### src/ssrg_pkg.sv
package ssrg_pkg;

	localparam int STEP_W    = 8;
	localparam int IDX_W     = 7;
	localparam int CNT_W     = 8;
	localparam int SP_W      = 12;
	localparam int CFG_W     = 8;
	localparam int CFG_IDX_W = 3;
	localparam int NUM_W     = 18;
	localparam int KF_W      = 6;

	localparam logic [CFG_IDX_W-1:0] REG_UP_RATE   = 3'd0;
	localparam logic [CFG_IDX_W-1:0] REG_DOWN_RATE = 3'd1;
	localparam logic [CFG_IDX_W-1:0] REG_MIN_SPEED = 3'd2;
	localparam logic [CFG_IDX_W-1:0] REG_MID_CODE  = 3'd3;
	localparam logic [CFG_IDX_W-1:0] REG_MAX_CODE  = 3'd4;

	localparam logic [STEP_W-1:0] ESTOP_FWD = 8'd1;
	localparam logic [STEP_W-1:0] ESTOP_REV = 8'd129;

	localparam logic [IDX_W-1:0] MID_IDX  = 7'd64;
	localparam logic [IDX_W-1:0] SEG_BASE = 7'd63;
	localparam logic [KF_W-1:0]  SEG_LEN  = 6'd63;

	typedef struct packed {
		logic [IDX_W-1:0] idx;
		logic             reload;
	} ramp_upd_t;

	function automatic logic [IDX_W-1:0] target_index_of(input logic [STEP_W-1:0] step);
		logic [IDX_W-1:0] s;
		s = step[IDX_W-1:0];
		if (s <= 7'd1) begin
			return '0;
		end
		return s - 7'd1;
	endfunction

	// round(num / 63): floor((num + 31) / 63) via reciprocal 1040/2^16 and one correction
	function automatic logic [SP_W-1:0] div63_round(input logic [NUM_W-1:0] num);
		logic [NUM_W-1:0] y;
		logic [28:0]      prod;
		logic [12:0]      q_est;
		logic [18:0]      q63;
		logic [18:0]      r;
		logic [12:0]      q;
		y     = num + NUM_W'(31);
		prod  = ({11'b0, y} << 10) + ({11'b0, y} << 4);
		q_est = prod[28:16];
		q63   = ({6'b0, q_est} << 6) - {6'b0, q_est};
		r     = {1'b0, y} - q63;
		q     = (r >= 19'd63) ? q_est + 13'd1 : q_est;
		return q[SP_W-1:0];
	endfunction

endpackage

### src/ssrg_if.sv
interface ssrg_in_if;
	import ssrg_pkg::*;
	logic              valid;
	logic              ready;
	logic [STEP_W-1:0] target_step;
	logic [STEP_W-1:0] previous_target_step;

	modport source (output valid, output target_step, output previous_target_step, input ready);
	modport sink (input valid, input target_step, input previous_target_step, output ready);
endinterface

interface ssrg_out_if;
	import ssrg_pkg::*;
	logic             valid;
	logic             ready;
	logic [SP_W-1:0]  setpoint;
	logic [IDX_W-1:0] table_index;

	modport source (output valid, output setpoint, output table_index, input ready);
	modport sink (input valid, input setpoint, input table_index, output ready);
endinterface

### src/ssrg_ramp.sv
module ssrg_ramp
	import ssrg_pkg::*;
(
	input  logic              clk,
	input  logic              arst_n,
	input  logic              accept,
	input  logic [STEP_W-1:0] target_step,
	input  logic [STEP_W-1:0] previous_target_step,
	input  logic [CFG_W-1:0]  up_rate,
	input  logic [CFG_W-1:0]  down_rate,
	output ramp_upd_t         upd
);

	logic [IDX_W-1:0] idx_q;
	logic [CNT_W-1:0] cnt_q;
	logic [IDX_W-1:0] idx_d;
	logic [CNT_W-1:0] cnt_d;
	logic [IDX_W-1:0] end_idx;
	logic             dir_chg;
	logic             estop;
	logic             reload;

	assign end_idx = target_index_of(target_step);
	assign dir_chg = target_step[STEP_W-1] ^ previous_target_step[STEP_W-1];
	assign estop   = (target_step == ESTOP_FWD) || (target_step == ESTOP_REV);

	always_comb begin
		idx_d  = idx_q;
		cnt_d  = cnt_q;
		reload = 1'b0;
		if (estop) begin
			idx_d  = '0;
			cnt_d  = '0;
			reload = 1'b1;
		end else if (end_idx > idx_q && cnt_q == up_rate) begin
			idx_d  = (up_rate == '0) ? end_idx : idx_q + 7'd1;
			cnt_d  = '0;
			reload = 1'b1;
		end else if (end_idx < idx_q && cnt_q == down_rate) begin
			idx_d  = (down_rate == '0) ? end_idx : idx_q - 7'd1;
			cnt_d  = '0;
			reload = 1'b1;
		end else if (dir_chg) begin
			idx_d  = end_idx;
			cnt_d  = '0;
			reload = 1'b1;
		end else if (end_idx != idx_q) begin
			cnt_d = cnt_q + 8'd1;
		end else begin
			cnt_d = '0;
		end
	end

	always_ff @(posedge clk or negedge arst_n) begin
		if (!arst_n) begin
			idx_q <= '0;
			cnt_q <= '0;
		end else if (accept) begin
			idx_q <= idx_d;
			cnt_q <= cnt_d;
		end
	end

	assign upd.idx    = idx_d;
	assign upd.reload = reload;

endmodule

### src/speed_step_ramp_generator.sv
// channel   | dir | words                                  | handshake
// cmd_ch    | in  | target_step, previous_target_step      | valid / ready
// speed_ch  | out | setpoint, table_index                  | valid / ready
// cfg       | in  | cfg_index, cfg_data                    | cfg_we, no wait
//
// one word per cycle sustained while speed_ch is ready
// index and tick counter update at accept; the table entry takes two more stages
// (weighted sum with two small multipliers, then the divide by 63)
// arst_n clears the ramp state, the held setpoint and all stage valids
// each stage moves when the one after it is empty or moving, so bubbles fill under stall
module speed_step_ramp_generator
	import ssrg_pkg::*;
(
	input  logic                 clk,
	input  logic                 arst_n,
	ssrg_in_if.sink              cmd_ch,
	ssrg_out_if.source           speed_ch,
	input  logic                 cfg_we,
	input  logic [CFG_IDX_W-1:0] cfg_index,
	input  logic [CFG_W-1:0]     cfg_data
);

	logic [CFG_W-1:0] up_rate_q;
	logic [CFG_W-1:0] down_rate_q;
	logic [CFG_W-1:0] min_speed_q;
	logic [CFG_W-1:0] mid_code_q;
	logic [CFG_W-1:0] max_code_q;

	always_ff @(posedge clk or negedge arst_n) begin
		if (!arst_n) begin
			up_rate_q   <= 8'd0;
			down_rate_q <= 8'd0;
			min_speed_q <= 8'd1;
			mid_code_q  <= 8'd128;
			max_code_q  <= 8'd255;
		end else if (cfg_we) begin
			case (cfg_index)
				REG_UP_RATE:   up_rate_q   <= cfg_data;
				REG_DOWN_RATE: down_rate_q <= cfg_data;
				REG_MIN_SPEED: min_speed_q <= cfg_data;
				REG_MID_CODE:  mid_code_q  <= cfg_data;
				REG_MAX_CODE:  max_code_q  <= cfg_data;
				default: ;
			endcase
		end
	end

	logic v_s1;
	logic v_s2;
	logic out_valid_q;
	logic en1;
	logic en2;
	logic en3;
	logic accept;

	assign en3          = !out_valid_q || speed_ch.ready;
	assign en2          = !v_s2 || en3;
	assign en1          = !v_s1 || en2;
	assign cmd_ch.ready = en1;
	assign accept       = cmd_ch.valid && en1;

	ramp_upd_t upd;

	ssrg_ramp u_ramp (
		.clk                  (clk),
		.arst_n               (arst_n),
		.accept               (accept),
		.target_step          (cmd_ch.target_step),
		.previous_target_step (cmd_ch.previous_target_step),
		.up_rate              (up_rate_q),
		.down_rate            (down_rate_q),
		.upd                  (upd)
	);

	// stage 1: new index
	ramp_upd_t upd_s1;

	always_ff @(posedge clk or negedge arst_n) begin
		if (!arst_n) begin
			v_s1 <= 1'b0;
		end else if (en1) begin
			v_s1 <= cmd_ch.valid;
		end
	end

	always_ff @(posedge clk) begin
		if (accept) begin
			upd_s1 <= upd;
		end
	end

	// stage 2: weighted sum a*(63-k) + b*k
	logic [SP_W-1:0]  seg_a;
	logic [SP_W-1:0]  seg_b;
	logic [KF_W-1:0]  seg_k;
	logic [NUM_W-1:0] num;
	logic [NUM_W-1:0] num_s2;
	ramp_upd_t        upd_s2;

	always_comb begin
		seg_a = '0;
		seg_b = '0;
		seg_k = '0;
		if (upd_s1.idx == '0) begin
			seg_k = '0;
		end else if (upd_s1.idx < MID_IDX) begin
			seg_a = {4'b0, min_speed_q};
			seg_b = {mid_code_q, 4'b0};
			seg_k = KF_W'(upd_s1.idx - 7'd1);
		end else begin
			seg_a = {mid_code_q, 4'b0};
			seg_b = {max_code_q, 4'b0};
			seg_k = KF_W'(upd_s1.idx - SEG_BASE);
		end
	end

	assign num = ({6'b0, seg_a} * {12'b0, SEG_LEN - seg_k})
		+ ({6'b0, seg_b} * {12'b0, seg_k});

	always_ff @(posedge clk or negedge arst_n) begin
		if (!arst_n) begin
			v_s2 <= 1'b0;
		end else if (en2) begin
			v_s2 <= v_s1;
		end
	end

	always_ff @(posedge clk) begin
		if (en2 && v_s1) begin
			num_s2 <= num;
			upd_s2 <= upd_s1;
		end
	end

	// stage 3: rounded divide, held setpoint lives in the output register
	logic [SP_W-1:0]  setpoint_q;
	logic [IDX_W-1:0] index_q;

	always_ff @(posedge clk or negedge arst_n) begin
		if (!arst_n) begin
			out_valid_q <= 1'b0;
			setpoint_q  <= '0;
		end else if (en3) begin
			out_valid_q <= v_s2;
			if (v_s2 && upd_s2.reload) begin
				setpoint_q <= div63_round(num_s2);
			end
		end
	end

	always_ff @(posedge clk) begin
		if (en3 && v_s2) begin
			index_q <= upd_s2.idx;
		end
	end

	assign speed_ch.valid       = out_valid_q;
	assign speed_ch.setpoint    = setpoint_q;
	assign speed_ch.table_index = index_q;

endmodule

### src/flat_wrapper.sv
// flat-port wrapper written by rule: the top's interface ports become plain ports
module speed_step_ramp_generator_flat import ssrg_pkg::*;
  (clk, arst_n, cfg_we, cfg_index, cfg_data, cmd_ch_valid, cmd_ch_target_step, cmd_ch_previous_target_step, cmd_ch_ready, speed_ch_valid, speed_ch_setpoint, speed_ch_table_index, speed_ch_ready);
  ssrg_in_if cmd_ch_i ();
  ssrg_out_if speed_ch_i ();
  input  logic clk;
  input  logic arst_n;
  input  logic cfg_we;
  input  logic [CFG_IDX_W-1:0] cfg_index;
  input  logic [CFG_W-1:0] cfg_data;
  input wire logic [$bits(cmd_ch_i.valid)-1:0] cmd_ch_valid;
  input wire logic [$bits(cmd_ch_i.target_step)-1:0] cmd_ch_target_step;
  input wire logic [$bits(cmd_ch_i.previous_target_step)-1:0] cmd_ch_previous_target_step;
  output wire logic [$bits(cmd_ch_i.ready)-1:0] cmd_ch_ready;
  output wire logic [$bits(speed_ch_i.valid)-1:0] speed_ch_valid;
  output wire logic [$bits(speed_ch_i.setpoint)-1:0] speed_ch_setpoint;
  output wire logic [$bits(speed_ch_i.table_index)-1:0] speed_ch_table_index;
  input wire logic [$bits(speed_ch_i.ready)-1:0] speed_ch_ready;
  assign cmd_ch_i.valid = cmd_ch_valid;
  assign cmd_ch_i.target_step = cmd_ch_target_step;
  assign cmd_ch_i.previous_target_step = cmd_ch_previous_target_step;
  assign cmd_ch_ready = cmd_ch_i.ready;
  assign speed_ch_valid = speed_ch_i.valid;
  assign speed_ch_setpoint = speed_ch_i.setpoint;
  assign speed_ch_table_index = speed_ch_i.table_index;
  assign speed_ch_i.ready = speed_ch_ready;
  speed_step_ramp_generator u_core (.clk(clk), .arst_n(arst_n), .cmd_ch(cmd_ch_i), .speed_ch(speed_ch_i), .cfg_we(cfg_we), .cfg_index(cfg_index), .cfg_data(cfg_data));
endmodule
### config.mk
export PLATFORM = sky130hd
export DESIGN_NAME = speed_step_ramp_generator_flat
export DESIGN_NICKNAME = d
export VERILOG_FILES = /design/src/ssrg_pkg.sv /design/src/ssrg_if.sv /design/src/ssrg_ramp.sv /design/src/speed_step_ramp_generator.sv /design/src/flat_wrapper.sv
export SDC_FILE = /design/constraint.sdc
export NUM_CORES = 1
export LEC_CHECK = 0
export ABC_AREA = 1
export BUFFER_PORTS_ARGS = -buffer_cell sky130_fd_sc_hd__buf_2
export CAP_MARGIN = 20
export CELL_PAD_IN_SITES_DETAIL_PLACEMENT = 0
export CELL_PAD_IN_SITES_GLOBAL_PLACEMENT = 1
export CORE_MARGIN = 2
export CORE_UTILIZATION = 50
export DETAILED_ROUTE_END_ITERATION = 10
export GPL_ROUTABILITY_DRIVEN = 0
export PLACE_DENSITY = 0.85
export SLEW_MARGIN = 0
export SYNTH_ARGS = -nofsm -noshare
export SYNTH_HDL_FRONTEND = slang
export SYNTH_SLANG_ARGS = --single-unit
### constraint.sdc
create_clock -name clk -period 17.1 [get_ports clk]
set_input_delay 1.71 -clock clk [delete_from_list [all_inputs] [get_ports clk]]
set_output_delay 1.71 -clock clk [all_outputs]
set_load 0.005 [all_outputs]
After elaboration in Yosys (flattened, before gate mapping)
Cells that the tools add are included.
- register bits: 111
- input port bits: 32
- output and inout bits: 21
- word-level logic and storage cells: 93
- $add $sub $neg: 13
- $mul: 2
- $lt $le $gt $ge: 5
- eq/ne operators: 9
- mux-type cells: 22
- bitwise logic cells: 1
- reduce and logical (&&, ||, !) cells: 24
- operator list (operator ; number):
    12-bit two-way mux ; 5
    7-bit two-way mux ; 8
    8-bit two-way mux ; 5
    12-bit by 6-bit multiplier with 18-bit output ; 2
    28-bit by 22-bit adder with 29-bit output ; 1
    19-bit by 6-bit greater-or-equal comparator with 1-bit output (second input constant) ; 1
    18-bit by 19-bit subtractor with 19-bit output ; 1
    19-bit by 13-bit subtractor with 19-bit output ; 1
    18-bit adder ; 1
    18-bit by 5-bit adder with 18-bit output (second input constant) ; 1
    8-bit equality test ; 2
    8-bit logical NOT ; 2
    7-bit by 1-bit subtractor with 7-bit output (second input constant) ; 2
    12-bit by 1-bit adder with 12-bit output (second input constant) ; 1
    6-bit two-way mux ; 2
    2-bit AND reduction ; 6
    8-bit by 1-bit adder with 8-bit output (second input constant) ; 1
    8-bit by 1-bit equality test with 1-bit output (second input constant) ; 1
    8-bit equality test (second input constant) ; 1
    7-bit by 1-bit adder with 7-bit output (second input constant) ; 1
    7-bit > comparator ; 1
    7-bit by 1-bit <= comparator with 1-bit output (second input constant) ; 1
    7-bit logical NOT ; 1
    7-bit < comparator ; 1
    other kinds (15) ; 27

Longest topological paths before layout
- depth in word-level cells: 9
- depth in mapped cells: 43
- depth with buffers taken out: 43

Modules after synthesis
From an unflattened synthesis, not the netlist that was laid out.
- cell total of the unflattened synthesis: 1691
- area, all modules: 12562.0 sq um
- modules (own cells, without submodules) (module ; instances ; cells an instance ; area an instance (sq um) ; sequential area each (sq um)):
    speed_step_ramp_generator ; 1 ; 1319 ; 10339.9 ; 2620.0
    ssrg_ramp ; 1 ; 372 ; 2222.1 ; 375.4

Least setup slack after synthesis
Ideal clock, no wire load.
- kind: register -> register
- from: register u_core.upd_s1[7] (netlist bit)
- to: register u_core.num_s2[17], data pin
- setup time: 260 ps
- arrival: 6986 ps
- data required time: 16840 ps
- setup slack: 9853 ps
- cell stages (with the launch flop): 39
- path buffers: 3
- clock period less this slack: 7247 ps
- cells stage by stage: edfxtp_1 clkbuf_1 inv_1 buf_1 ha_1 a21oi_1 nor2_1 nor2_1 nor2_1 inv_1 a21oi_1 or4_1 nand3_1 clkbuf_1 nand2_1 fa_1 inv_1 fa_1 [3 not listed] inv_1 fa_1 ha_1 a21oi_1 nand2_1 a21o_1 a21oi_1 o21ai_0 nand2_1 nand2_1 a21oi_1 o21ai_0 nand2_1 inv_1 nor2_1 nor2_1 nor2_1 xor2_1
- cells in the longest elaborated chain, start to end: 6
- elaborated cells between the ends (all ways): 12
- classes of those cells: add/sub (2); mul (2); order compare (1); mux (6); reduce/logical (1)
- ends and longest elaborated chain (what ; line ; text):
    from (decl) ; speed_step_ramp_generator.sv:76 ; ramp_upd_t upd_s1;
    from (signal assigned) ; speed_step_ramp_generator.sv:88 ; upd_s1 <= upd;
    7-bit < comparator ; speed_step_ramp_generator.sv:106 ; end else if (upd_s1.idx < MID_IDX) begin
    6-bit two-way mux ; speed_step_ramp_generator.sv:106 ;
    6-bit two-way mux ; speed_step_ramp_generator.sv:104 ; if (upd_s1.idx == '0) begin
    6-bit subtractor ; speed_step_ramp_generator.sv:117 ; assign num = ({6'b0, seg_a} * {12'b0, SEG_LEN - seg_k})
    12-bit by 6-bit multiplier with 18-bit output ; speed_step_ramp_generator.sv:117 ;
    18-bit adder * ; speed_step_ramp_generator.sv:118 ; + ({6'b0, seg_b} * {12'b0, seg_k});
    named net u_core.num[17] ; speed_step_ramp_generator.sv:96 ; logic [NUM_W-1:0] num;
    to (signal assigned) ; speed_step_ramp_generator.sv:130 ; num_s2 <= num;
    to (decl) ; speed_step_ramp_generator.sv:97 ; logic [NUM_W-1:0] num_s2;
The timed path passes the listed nets; every way through them passes the cells marked *.
A chain may end at the register's enable or synchronous reset.

Worst setup path in the final report
Ends and elaborated chain as after synthesis.

==> results.yml <==
sta:
  worst_pin_slew_ps: 988.8
  clock-skew-final_ps: 11.86
  period_minus_slack_ps: 8260
  fin_setup_tns_ps: 0
  fin_ws_ps: 8840
  fin_crit_sh_pct: 48.30
  fmax_mhz: 121.1
  slew_headroom_pct: 33.83
  rsz0062_at_grt: "false"
  final-hold-violation-count: 0
  finalSetupViolCount: 0
  drv_slew: 0
  hold_ws_ps: 424.4
floorplan:
  row_count: 56
  die_y_um: 159.5
  die_x_um: 159.5
  start_util_pct: 51.23
  core_sq_mm: 0.02361
  num_io_pins: 53
  design.die.area_sq_mm: 0.02545
worst_setup_path:
  critical-path-top-delay-family: "adder cells"
  slowest_stage: "edfxtp_1"
  max_stage_delay_ps: 860
  crit_type: "register to register"
  endpoint_kind: "register"
  startpoint_type: "register"
  reg2reg_slack_ps: 8840
  cp.arrival_ps: 8450
  critPathMaxFanout: 22
  crit_buf_inv: 6
  required_ps: 17290
clock_network:
  cts_resized: 0
  post_cts.repair.setup_buffers: 0
  cts_sinks: 111
  tritoncts.num_buffers: 9
  cts_max_path_buffers: 2
  clk_pin_slew_ps: 90
  h-tree-depth: 3
  cts_tree: "done"
  holdBufCountCts: 0
  clock_latency_ps: 360
  root_buffer: "clkbuf_16"
grt:
  grt_pass1_vias: 10079
  track_usage_pct: 23.57
  grt_max_degree: 69
  antenna_found_initial: 0
  grt-ovfl-total: 0
  grt_first_pass_wirelength_mm: 49.45
finish:
  final_util_pct: 55.04
  syn2layout_area_growth_pct: 7.448
  final-seq-area_sq_mm: 0.002995
  nFillCells: 2347
  multi_input_area_sq_mm: 0.007870
  num-nets-final: 1874
  drive_gt1_share_pct: 7.882
  antennaDiodeCount: 0
synthesis:
  postSynthCellCount: 1620
  yosysSeqAreaShare_pct: 24.76
  synth_cell_types: 50
  synth.top_cell.area_share_pct: 15.06
  synth_nets: 1837
  synth-async-reset-ratio_pct: 63.06
  ys_warn_count: 0
  synth-seq-cells: 111
  synth_edf_count: 41
  syn_area_sq_mm: 0.01210
  yosys.area.top_type: "fa_1"
  syn_area_per_cell_sq_um: 7.467
  ys_top_cells_by_area: "fa_1 15%, nand2_1 13%, dfrtp_1 12%"
  ys.flop_type: "dfrtp_1"
routing:
  drc: 0
  ant_nets: 0
  drt_iter0_markers: 655
  finalWirelength_mm: 28.86
  wl_per_cell_um: 14.57
  dr.pass1.iters: 6
  vias: 10277
  drt-vias-per-instance: 5.188
worst_hold_path:
  holdCritPathClass: "register to register"
run:
  maxCapViolations: 0
outcome:
  status: "complete, no violations"
place:
  dp_slack_ps: 8878
  hpwl_mm: 23.68
  io_buffers: 45
==> per-layer routing <==
metal	vias up	part of all wire (%)	GRT usage [%]
met5	-	0	0
met1	4841	46	31.29
li1	5186	-	-
met3	37	4.4	3.360
met4	0	2.0	6.405
met2	213	48	40.34
==> cell usage in the layout (no fill, tap or decap), drive strengths merged <==
master / instances
nand2: 443
inv: 306
nor2: 146
o21ai: 95
ha: 94
fa: 91
nand3: 89
a21oi: 61
dfrtp: 60
buf: 48
edfxtp: 41
xor2: 40
nand4: 25
xnor2: 24
nor3: 18
dfstp: 10
clkbuf: 10
o211ai: 8
nor4: 8
o21bai: 6
or4: 5
nand3b: 5
a211oi: 4
or2: 4
clkinv: 4
a31oi: 2
and3: 2
a21o: 2
a311oi: 2
o21a: 2
o31ai: 2
nor3b: 2
o22ai: 1
and2: 1
a21boi: 1
==> worst register-to-register path: cells and delay by family (launching register included) <==
kind | cells | cell delay [ps]
flops | 1 | 860
simple gates | 13 | 1890
compound gates | 8 | 1240
fa+ha+maj | 7 | 3110
buf+inv | 6 | 830
xor+xnor | 1 | 190
==> Yosys cell counts, types with 38 or more instances <==
| cell | number |
|---|---|
| dfrtp_1 | 60 |
| fa_1 | 91 |
| ha_1 | 94 |
| nor2_1 | 131 |
| o21ai_0 | 84 |
| nand2_1 | 422 |
| edfxtp_1 | 41 |
| nand3_1 | 82 |
| inv_1 | 299 |
| xor2_1 | 38 |
| a21oi_1 | 61 |
==> flip-flops by register name (all words and copies together), names as in the netlist, 7 cells and up <==
register,cells
u_core.down_rate_q,8
u_core.max_code_q,8
u_core.mid_code_q,8
u_core.min_speed_q,8
u_core.num_s2,18
u_core.speed_ch.setpoint,12
u_core.speed_ch.table_index,7
u_core.u_ramp.cnt_q,8
u_core.u_ramp.idx_q,7
u_core.up_rate_q,8
u_core.upd_s1,8
u_core.upd_s2,8
==> logic make-up (layout without fill, tap and decap cells) <==
logic type / count (synthesis) / after routing / synth area share, %
AO/OA/AOI/OAI: 186 / 186 / 8.337
XOR/XNOR: 64 / 64 / 4.758
adder cells (fa/ha/maj): 185 / 185 / 24.78
buffers and inverters: 326 / 368 / 10.18
flip-flops: 111 / 111 / 24.76
AND/OR/NAND/NOR: 748 / 748 / 27.18
==> final cells by class <==
class,instances,area share (%)
inverters,303,8.750
flip-flops and latches,111,23.05
clock inverters,7,0.7316
repair buffers,49,2.118
well taps,319,3.071
clock buffers,9,1.733
multi-input cells,1183,60.55
==> final timing paths <==
kind                                  start                              to  cells after the start
min                        u_core.upd_s2[5]  u_core.speed_ch.table_index[4]                      0
min reg2reg                u_core.upd_s2[5]  u_core.speed_ch.table_index[4]                      0
max                        u_core.upd_s1[7]               u_core.num_s2[17]                     35
max reg2reg                u_core.upd_s1[7]               u_core.num_s2[17]                     35
max in group asynchronous            arst_n            u_core.mid_code_q[2]                      2
min in group asynchronous            arst_n          u_core.u_ramp.idx_q[2]                      1
==> through the flow <==
stage,std cells,area [sq um]
floorplan,1620,12100
finish,1981,13000
global placement,1963,12640
CTS,1979,12960
detailed placement,1963,12640
global route,1981,13000
Power is not shown: default switching activity piles up to over one toggle a cycle in this logic, so the estimate is an artifact.
